<file path="src/rtl/rct_pkg.sv">
// ----------------------------------------------------------------------------
// rct_pkg
// Shared types and constants for the replay counter table.
// ----------------------------------------------------------------------------
`default_nettype none

package rct_pkg;

  localparam int unsigned ADDR_W = 64;
  localparam int unsigned CTR_W  = 32;
  localparam int unsigned SLOT_W = 4;
  localparam int unsigned ENTRY_W = ADDR_W + CTR_W;

  typedef enum logic [1:0] {
    OUT_UPDATED = 2'd0,
    OUT_NEW     = 2'd1,
    OUT_EVICTED = 2'd2,
    OUT_REPLAY  = 2'd3
  } outcome_t;

  typedef enum logic [1:0] {
    ST_IDLE,
    ST_SCAN,
    ST_DONE
  } state_t;

endpackage

`default_nettype wire

</file>
<file path="src/rtl/rct_mem.sv">
// ----------------------------------------------------------------------------
// rct_mem
// Peer entry memory: address and last counter, one write and one
// registered read port.
// ----------------------------------------------------------------------------
`default_nettype none

module rct_mem #(
  parameter int unsigned DEPTH = 16,
  parameter int unsigned IW    = 4
) (
  input  wire logic                        clk,
  input  wire logic                        we,
  input  wire logic [IW-1:0]               waddr,
  input  wire logic [rct_pkg::ENTRY_W-1:0] wdata,
  input  wire logic [IW-1:0]               raddr,
  output logic      [rct_pkg::ENTRY_W-1:0] rdata
);

  logic [rct_pkg::ENTRY_W-1:0] mem [DEPTH];

  always_ff @(posedge clk) begin
    if (we) begin
      mem[waddr] <= wdata;
    end
    rdata <= mem[raddr];
  end

endmodule

`default_nettype wire

</file>
<file path="src/rtl/replay_counter_table.sv">
// ----------------------------------------------------------------------------
// replay_counter_table
// Per-peer frame counter replay check over a table of PEERS entries.
// ----------------------------------------------------------------------------
// Usage:
//   Input: drive in_sender_address / in_frame_counter with start high; the
//   transfer happens at the edge where start is high and busy is low.
//   Output: one result per frame, shown for exactly one cycle with out_valid
//   high (out_accepted, out_slot_index, out_outcome). The receiver cannot
//   stall; the result must be taken in that cycle.
// Scan:
//   The table memory is read one entry per cycle from entry 0 upward, through
//   its registered read port. A frame whose address matches entry m gives
//   its result once entry m has been checked; otherwise once the last entry
//   has been checked. busy drops the cycle after the result, so a new frame
//   is taken only after the previous result. The scan through the single
//   memory read port sets this pace.
// Reset:
//   rst_n low clears every valid mark and returns the block to idle; no
//   memory clearing pass is needed.
// ----------------------------------------------------------------------------
`default_nettype none

module replay_counter_table #(
  parameter int unsigned PEERS = 16
) (
  input  wire logic                        clk,
  input  wire logic                        rst_n,
  input  wire logic                        start,
  output logic                             busy,
  input  wire logic [rct_pkg::ADDR_W-1:0]  in_sender_address,
  input  wire logic [rct_pkg::CTR_W-1:0]   in_frame_counter,
  output logic                             out_valid,
  output logic                             out_accepted,
  output logic      [rct_pkg::SLOT_W-1:0]  out_slot_index,
  output logic      [1:0]                  out_outcome
);

  localparam int unsigned IW = (PEERS > 1) ? $clog2(PEERS) : 1;

  rct_pkg::state_t   state_r, state_nxt;
  logic [rct_pkg::ADDR_W-1:0] addr_r;
  logic [rct_pkg::CTR_W-1:0]  ctr_r;
  logic [IW:0]       cnt_r;
  logic              rd_vld_r;
  logic [IW-1:0]     chk_idx_r;
  logic              valid_r [PEERS];
  logic              have_free_r;
  logic [IW-1:0]     free_idx_r;
  logic [rct_pkg::CTR_W-1:0]  min_ctr_r;
  logic [IW-1:0]     min_idx_r;
  logic              wr_en_r;
  logic              acc_r;
  logic [IW-1:0]     slot_r;
  rct_pkg::outcome_t outcome_r;

  logic                        accept;
  logic                        scan_en;
  logic                        mem_we;
  logic [rct_pkg::ENTRY_W-1:0] rdata;
  logic [rct_pkg::ADDR_W-1:0]  rd_addr;
  logic [rct_pkg::CTR_W-1:0]   rd_ctr;
  logic                        ent_vld;
  logic                        hit;
  logic                        last;
  logic                        scan_end;
  logic                        have_free_c;
  logic [IW-1:0]               free_idx_c;
  logic                        take_min;
  logic [rct_pkg::CTR_W-1:0]   min_ctr_c;
  logic [IW-1:0]               min_idx_c;
  logic                        dec_acc;
  logic                        dec_we;
  logic [IW-1:0]               dec_slot;
  rct_pkg::outcome_t           dec_outcome;
  logic [IW+3:0]               slot_ext;

  // entry memory
  rct_mem #(
    .DEPTH (PEERS),
    .IW    (IW)
  ) u_mem (
    .clk   (clk),
    .we    (mem_we),
    .waddr (slot_r),
    .wdata ({addr_r, ctr_r}),
    .raddr (cnt_r[IW-1:0]),
    .rdata (rdata)
  );

  assign rd_addr = rdata[rct_pkg::ENTRY_W-1:rct_pkg::CTR_W];
  assign rd_ctr  = rdata[rct_pkg::CTR_W-1:0];
  assign accept  = start && !busy;

  // entry check
  always_comb begin
    ent_vld     = valid_r[chk_idx_r];
    hit         = ent_vld && (rd_addr == addr_r);
    last        = (chk_idx_r == IW'(PEERS - 1));
    scan_end    = rd_vld_r && (hit || last);
    have_free_c = have_free_r || !ent_vld;
    free_idx_c  = (!have_free_r && !ent_vld) ? chk_idx_r : free_idx_r;
    take_min    = (chk_idx_r == '0) || (rd_ctr < min_ctr_r);
    min_ctr_c   = take_min ? rd_ctr : min_ctr_r;
    min_idx_c   = take_min ? chk_idx_r : min_idx_r;
    if (hit) begin
      dec_slot = chk_idx_r;
      if (ctr_r > rd_ctr) begin
        dec_acc     = 1'b1;
        dec_we      = 1'b1;
        dec_outcome = rct_pkg::OUT_UPDATED;
      end else begin
        dec_acc     = 1'b0;
        dec_we      = 1'b0;
        dec_outcome = rct_pkg::OUT_REPLAY;
      end
    end else if (have_free_c) begin
      dec_slot    = free_idx_c;
      dec_acc     = 1'b1;
      dec_we      = 1'b1;
      dec_outcome = rct_pkg::OUT_NEW;
    end else begin
      dec_slot    = min_idx_c;
      dec_acc     = 1'b1;
      dec_we      = 1'b1;
      dec_outcome = rct_pkg::OUT_EVICTED;
    end
  end

  // next state
  always_comb begin
    state_nxt = state_r;
    case (state_r)
      rct_pkg::ST_IDLE: if (start) state_nxt = rct_pkg::ST_SCAN;
      rct_pkg::ST_SCAN: if (scan_end) state_nxt = rct_pkg::ST_DONE;
      rct_pkg::ST_DONE: state_nxt = rct_pkg::ST_IDLE;
      default:          state_nxt = rct_pkg::ST_IDLE;
    endcase
  end

  // state outputs
  always_comb begin
    busy      = 1'b1;
    out_valid = 1'b0;
    scan_en   = 1'b0;
    mem_we    = 1'b0;
    case (state_r)
      rct_pkg::ST_IDLE: busy = 1'b0;
      rct_pkg::ST_SCAN: scan_en = 1'b1;
      rct_pkg::ST_DONE: begin
        out_valid = 1'b1;
        mem_we    = wr_en_r;
      end
      default: busy = 1'b1;
    endcase
  end

  always_ff @(posedge clk) begin
    if (!rst_n) begin
      state_r  <= rct_pkg::ST_IDLE;
      rd_vld_r <= 1'b0;
      for (int i = 0; i < PEERS; i++) begin
        valid_r[i] <= 1'b0;
      end
    end else begin
      state_r  <= state_nxt;
      rd_vld_r <= scan_en && !scan_end && (cnt_r < (IW+1)'(PEERS));
      if (mem_we) begin
        valid_r[slot_r] <= 1'b1;
      end
    end
  end

  // datapath, no reset
  always_ff @(posedge clk) begin
    if (accept) begin
      addr_r      <= in_sender_address;
      ctr_r       <= in_frame_counter;
      cnt_r       <= '0;
      have_free_r <= 1'b0;
    end else if (scan_en) begin
      cnt_r     <= cnt_r + 1'b1;
      chk_idx_r <= cnt_r[IW-1:0];
      if (rd_vld_r) begin
        have_free_r <= have_free_c;
        free_idx_r  <= free_idx_c;
        min_ctr_r   <= min_ctr_c;
        min_idx_r   <= min_idx_c;
      end
      if (scan_end) begin
        wr_en_r   <= dec_we;
        acc_r     <= dec_acc;
        slot_r    <= dec_slot;
        outcome_r <= dec_outcome;
      end
    end
  end

  assign slot_ext       = {4'b0000, slot_r};
  assign out_slot_index = slot_ext[rct_pkg::SLOT_W-1:0];
  assign out_accepted   = acc_r;
  assign out_outcome    = outcome_r;

  // checks
  a_accept_busy: assert property (@(posedge clk) disable iff (!rst_n)
    accept |=> busy)
    else $error("busy not raised after input transfer");

  a_replay_rejects: assert property (@(posedge clk) disable iff (!rst_n)
    out_valid && (out_outcome == rct_pkg::OUT_REPLAY) |-> !out_accepted)
    else $error("replay result marked accepted");

  a_strobe_single: assert property (@(posedge clk) disable iff (!rst_n)
    out_valid |=> !out_valid && !busy)
    else $error("result strobe longer than one cycle");

  a_write_on_result: assert property (@(posedge clk) disable iff (!rst_n)
    mem_we |-> out_valid && out_accepted)
    else $error("table write without accepted result");

endmodule

`default_nettype wire
</file>
<file path="config.mk">
export PLATFORM = sky130hd
export DESIGN_NAME = replay_counter_table
export DESIGN_NICKNAME = d
export VERILOG_FILES = /design/src/rtl/rct_pkg.sv /design/src/rtl/rct_mem.sv /design/src/rtl/replay_counter_table.sv
export SDC_FILE = /design/constraint.sdc
export NUM_CORES = 2
export LEC_CHECK = 0
export BUFFER_PORTS_ARGS = -buffer_cell sky130_fd_sc_hd__buf_2
export CORE_AREA = 2 2 311 344
export DETAILED_ROUTE_END_ITERATION = 12
export DIE_AREA = 0 0 313 346
export PLACE_DENSITY = 0.78
export SLEW_MARGIN = 40
export SYNTH_ARGS = -nofsm -noshare
export SYNTH_HDL_FRONTEND = slang
export SYNTH_HIERARCHICAL = 1
export SYNTH_SLANG_ARGS = --single-unit
</file>
<file path="constraint.sdc">
create_clock -name clk -period 24.2 [get_ports clk]
set_input_delay 2.42 -clock clk [delete_from_list [all_inputs] [get_ports clk]]
set_output_delay 2.42 -clock clk [all_outputs]
set_load 0.05 [all_outputs]
</file>
# Word-level counts from Yosys, hierarchy flattened
# Memories as Yosys holds them, arrays and structs flattened. A register that Yosys moved wholly into a read port is not among the register bits.
# Index checks and enable logic that the tools add are counted.
[word_totals] ff_bits=156 ramBits=1552 inputBits=99 output_inout_bits=9 elab_cells=71 n_memories=2
[op_classes] add_sub_neg=1 order_cmp=3 eq_ne=6 mux=24 bitwise_logic=1 reduce_logical=21
[memory_table] name="u_mem.mem" depth=16 word_bits=96 read_ports=1 rd_ports_with_merged_regs=1 wr=1 line="rct_mem.sv:20" source="logic [rct_pkg::ENTRY_W-1:0] mem [DEPTH];"
[memory_table] name="valid_r" depth=16 word_bits=1 read_ports=1 rd_ports_with_merged_regs=1 wr=16 line="replay_counter_table.sv:47" source="logic valid_r [PEERS];"
[ops] op="$eq 64x64->1" count=1
[ops] op="$gt 32x32->1" count=1
[ops] op="$lt 32x32->1" count=1
[ops] op="$mux 4" count=6
[ops] op="$mux 1" count=12
[ops] op="$mux 2" count=5
[ops] op="$logic_and 1x1->1" count=6
[ops] op="$reduce_and 2->1" count=3
[ops] op="$reduce_and 3->1" count=2
[ops] op="$add 5x1->5 const B" count=1
[ops] op="$lt 5x5->1 const B" count=1
[ops] op="$eq 4x4->1 const B" count=1
[ops] op="$logic_not 4->1" count=1
[ops] op="$ne 2x2->1 const B" count=2
[ops] op="$pmux 2 s2" count=1
[ops] op="$reduce_and 4->1" count=1
[ops] op="$logic_not 1->1" count=3
[ops] op="$logic_or 1x1->1" count=3
[ops] op="$eq 2x1->1 const B" count=1
[ops] op="$eq 2x2->1 const B" count=1
[ops] op="$logic_not 2->1" count=1
[ops] op="$not 1->1" count=1
[ops] op="$reduce_or 1->1" count=1

# Longest topological paths before layout
[logic_depth] ltp_word=7 ltp_mapped=9 ltp_nobuf=9

# Modules after synthesis
# Netlist, hierarchy kept.
[modules_own_cells] module="rct_mem" n_inst=1 cells_per_inst=2460 area_per_inst_um2=59355.7 seq_area_each_um2=48046.1
[modules_own_cells] module="replay_counter_table" n_inst=1 cells_per_inst=614 area_per_inst_um2=8217.9 seq_area_each_um2=4994.8

# Worst setup path before layout
# No wires, ideal clock.
[synth_path] path_kind="register -> register" from="register state_r[1]" to="memory u_mem/mem[0][0] in the netlist's numbering, enable pin" setup_ns=0.668 t_arrival_ns=8.360 t_required_ns=23.532 setup_slack_ns=15.172 path_stages_with_launch=5 path_buffers=0 synth_period_minus_slack_ns=9.028 cell_sequence="dfxtp_1 nor2b_1 and2_1 or3b_2 nor3_1"
[synth_via] elab_chain_cells=4
[synth_lines] item="from (decl)" line="replay_counter_table.sv:41" source="rct_pkg::state_t state_r, state_nxt;"
[synth_lines] item="from (signal assigned)" line="replay_counter_table.sv:160" source="state_r <= rct_pkg::ST_IDLE;"
[synth_lines] item="from (signal assigned)" line="replay_counter_table.sv:166" source="state_r <= state_nxt;"
[synth_lines] item="$eq 2x2->1" line="replay_counter_table.sv:147" source="case (state_r)"
[synth_lines] item="$mux 1" line="replay_counter_table.sv:147"
[synth_lines] item="via mem_we" line="replay_counter_table.sv:59" source="logic mem_we;"
[synth_lines] item="$mux 1" line="rct_mem.sv:23" source="if (we) begin"
[synth_lines] item="$mux 1 (implied by the code)" line="rct_mem.sv:24" source="mem[waddr] <= wdata;"
[synth_lines] item="to (decl)" line="rct_mem.sv:20"
# The timed path passes the listed nets, and every way through them passes these cells.

# Worst setup path after layout
[layout_path] from="register slot_r[1] (netlist: out_slot_index[1])" to="output out_slot_index[1] in the netlist's numbering"
[layout_rtl] item="from (decl)" line="replay_counter_table.sv:54" source="logic [IW-1:0] slot_r;"
[layout_rtl] item="from (signal assigned)" line="replay_counter_table.sv:193" source="slot_r <= dec_slot;"
[layout_rtl] item="to (decl)" line="replay_counter_table.sv:35" source="output logic [rct_pkg::SLOT_W-1:0] out_slot_index,"
# No word-level cell between the ends.

==> metrics.md <==
| Metric | Value |
|---|---|
| Initial antenna violation count | `7` |
| Slew margin rel. | `29.3%` |
| Critical Path Source Type | `flip-flop` |
| Most frequent cells in the layout | `edfxtp_1 (1,683), mux4_2 (387), a22oi_1 (192), clkbuf_16 (174), nand2_1 (126)` |
| H-tree depth | `4` |
| Width of the die | `313 um` |
| DRT Pass-1 Iters | `6` |
| Ant. Diodes | `0` |
| Mapped Area | `67,600 um2` |
| RSZ-0062 raised after global routing | `no` |
| Core area | `around 100,000 um2` |
| Final Cycle Share | `17.9%` |
| Max-slew violation count | `0` |
| Hold Buf Count CTS | `0` |
| Largest area contributor in the netlist | `edfxtp_1` |
| Total track usage | `slightly below 30%` |
| Largest net degree at the start of global routing | `131` |
| Clock Latency Late Sink | `between 0.7 and 0.8 ns` |
| First-iteration detailed-routing DRC count | `4,277` |
| Critical Path End Type | `output pin` |
| Yosys warns | `6` |
| Final Power | `6.85 mW` |
| Final setup TNS | `0 ns` |
| Tmin final | `4.33 ns` |
| Final count of hold timing violations | `0` |
| CP max FO | `16` |
| Crit path buf inv count | `1` |
| Most used DFF post-synth | `edfxtp_1` |
| Share of post-route cells with drive strength above 1 | `24.6%` |
| Routed vias/inst | `6.81` |
| Vias post-DR | `approximately 33,000` |
| Required @ worst endpoint | `roughly 22 ns` |
| Mean routed wirelength per cell | `32.5 um` |
| Yosys top cell area share | `between 70% and 80%` |
| VDD IR-drop max | `about 80 uV` |
| Clock tree sinks | `1,808` |
| Global-route wire length before repair | `roughly 230 mm` |
| Multi-input gate area | `13,600 um2` |
| Syn Nets | `3,237` |
| I/O Buffers | `107` |
| Syn Inst Count | `roughly 3,000` |
| Worst hold path type | `reg2reg` |
| Clock Pin Slew Worst Setup and Hold Paths | `0.06 ns` |
| Seq/Total Area, Yosys | `78.5%` |
| Number of synthesized flops with an enable pin | `around 1,700` |
| Die Y-Extent | `346 um` |
| Power per cell area | `90.5 nW/um2` |
| Clock tree buffer depth | `3` |
| DP HPWL | `74.3 mm` |
| CP top delay family | `flip-flops` |
| Vias in the first global route | `34,200` |
| # Post-CTS Setup Buffers | `0` |
| FFs w/ async S/R, synth | `0%` |
| CTS Buf Count | `170` |
| FF+latch count, synth | `1,808` |
| Endpoints failing setup | `0` |
| Critical path class | `reg2out` |
| Slowest cell delay on critical path | `about 0.75 ns` |
| Post-cts sizing count | `0` |
| Total gr overflow | `0` |
| ANT nets after route | `0` |
| Fill cells | `5,671` |
| Most common cell after layout, fill and taps aside | `edfxtp_1` |
| WP data arrival | `1.91 ns` |
| Max Cap Violations | `0` |
| CP max stage cell | `edfxtp_1` |
| Skew final | `0.0240 ns` |
| Top-Level Pins | `108` |
| Crit-path cells | `buf_2` |
| Final worst slack | `19.87 ns` |
| Most area-consuming cells after synthesis | `edfxtp_1 (75%), mux4_2 (13%), dfxtp_1 (3.7%)` |
| Pleak | `24.2 nW` |
| Measured slew at the worst slew-check pin | `1.05 ns` |
| Total Nets Final | `3,444` |
| Initial Util | `64.4%` |
| Post-Route WL | `157 mm` |
| Status | `finished, final reports clean` |
| FP Rows | `between 100 and 150` |
| DRC Markers | `0` |
| Placer Congestion | `0.781` |
| Pre-CTS setup slack | `around 20 ns` |
| Die ar. | `about 110,000 um2` |
| Synth Area per Inst | `22.0 um2` |
| Clk root buf | `clkbuf_16` |
| Max Freq | `231 MHz` |
| TritonCTS clock tree | `yes` |
| Netlist cell types | `between 60 and 70` |
| Reg area | `53,000 um2` |
| P&R area growth vs syn | `12.1%` |
cells in the mapped netlist, drive strengths merged (2+ instances only):
cell / instances
and2: 4
o41ai: 2
o21ai: 13
nand2: 126
ha: 64
o21a: 2
nor3b: 3
o211ai: 3
o22ai: 2
a2bb2oi: 2
nor2: 32
mux4: 388
nand3b: 2
nor2b: 10
mux2i: 3
xor2: 2
nand3: 8
a21o: 12
a32o: 3
nor3: 10
a22oi: 192
mux2: 7
a31oi: 3
nor4: 5
clkbuf: 51
or2: 3
nand4: 30
xnor2: 66
dfxtp: 125
o31ai: 2
nand2b: 4
inv: 73
or4: 2
a211oi: 2
o2111ai: 2
buf: 84
edfxtp: 1683
a21oi: 26
a22o: 10
metrics by stage:
| step | cells | instance area (um2) | hold WS, ns | utilization (%) |
|---|---|---|---|---|
| after floorplan | 3074 | 67600 | 0.420 | - |
| after global placement | 4491 | 69700 | 0.432 | 66.4 |
| after detailed placement | 4499 | 70000 | 0.448 | 66.7 |
| after CTS | 4818 | 75500 | 0.458 | 72.0 |
| after global routing | 4825 | 75700 | 0.466 | 72.2 |
| final | 4825 | 75700 | 0.453 | 72.2 |
layer usage:
metal  up-vias  wire (um)  GRT usage, %
met5         -         33             0
met2      2037      80200          49.0
li1      13200          -             -
met1     17300      56700          40.4
met4         6       5420          10.7
met3       329      14300          4.89
flip-flops by register name, summed over array words and instances, names as in the netlist, named ones only:
signal          cells
addr_r             64
chk_idx_r           4
cnt_r               5
ctr_r              32
free_idx_r          4
have_free_r         1
min_ctr_r          32
min_idx_r           4
out_accepted        1
out_outcome         2
out_slot_index      4
rd_vld_r            1
state_r             2
u_mem/mem        1536
u_mem/rdata        96
valid_r            16
power breakdown:
group	internal [mW]	switching, mW	leakage, nW
clock network	1.53	1.14	2.73
registers	3.48	0.0829	16.2
logic	0.320	0.308	5.19
final timing paths:
| check | slack [ns] | cells after the start | startpoint | to |
|---|---|---|---|---|
| worst min-delay path | 0.45 | 0 | u_mem/rdata[1] | min_ctr_r[1] |
| worst max-delay path | 19.87 | 1 | out_slot_index[1] | out_slot_index[1] |
| worst max register to register | 20.26 | 7 | addr_r[60] | out_outcome[0] |
| worst min register to register | 0.45 | 0 | u_mem/rdata[1] | min_ctr_r[1] |
cell families after synthesis:
logic type,count (synthesis),synth area share [%]
multiplexers,398,13.1
XOR/XNOR,68,0.881
buffers and inverters,208,1.53
flip-flops,1808,78.5
AO/OA/AOI/OAI,284,3.13
AND/OR/NAND/NOR,244,1.68
adder cells (fa/ha/maj),64,1.19
layout make-up:
cell class	count	area share [%]
clock inverters	88	1.24
repair buffers	170	1.91
multi-input cells	1058	18.0
flip-flops and latches	1808	70.0
clock buffers	231	6.13
inverters	73	0.362
well taps	1397	2.31
Note: power is estimated with default switching activity, not from simulation.
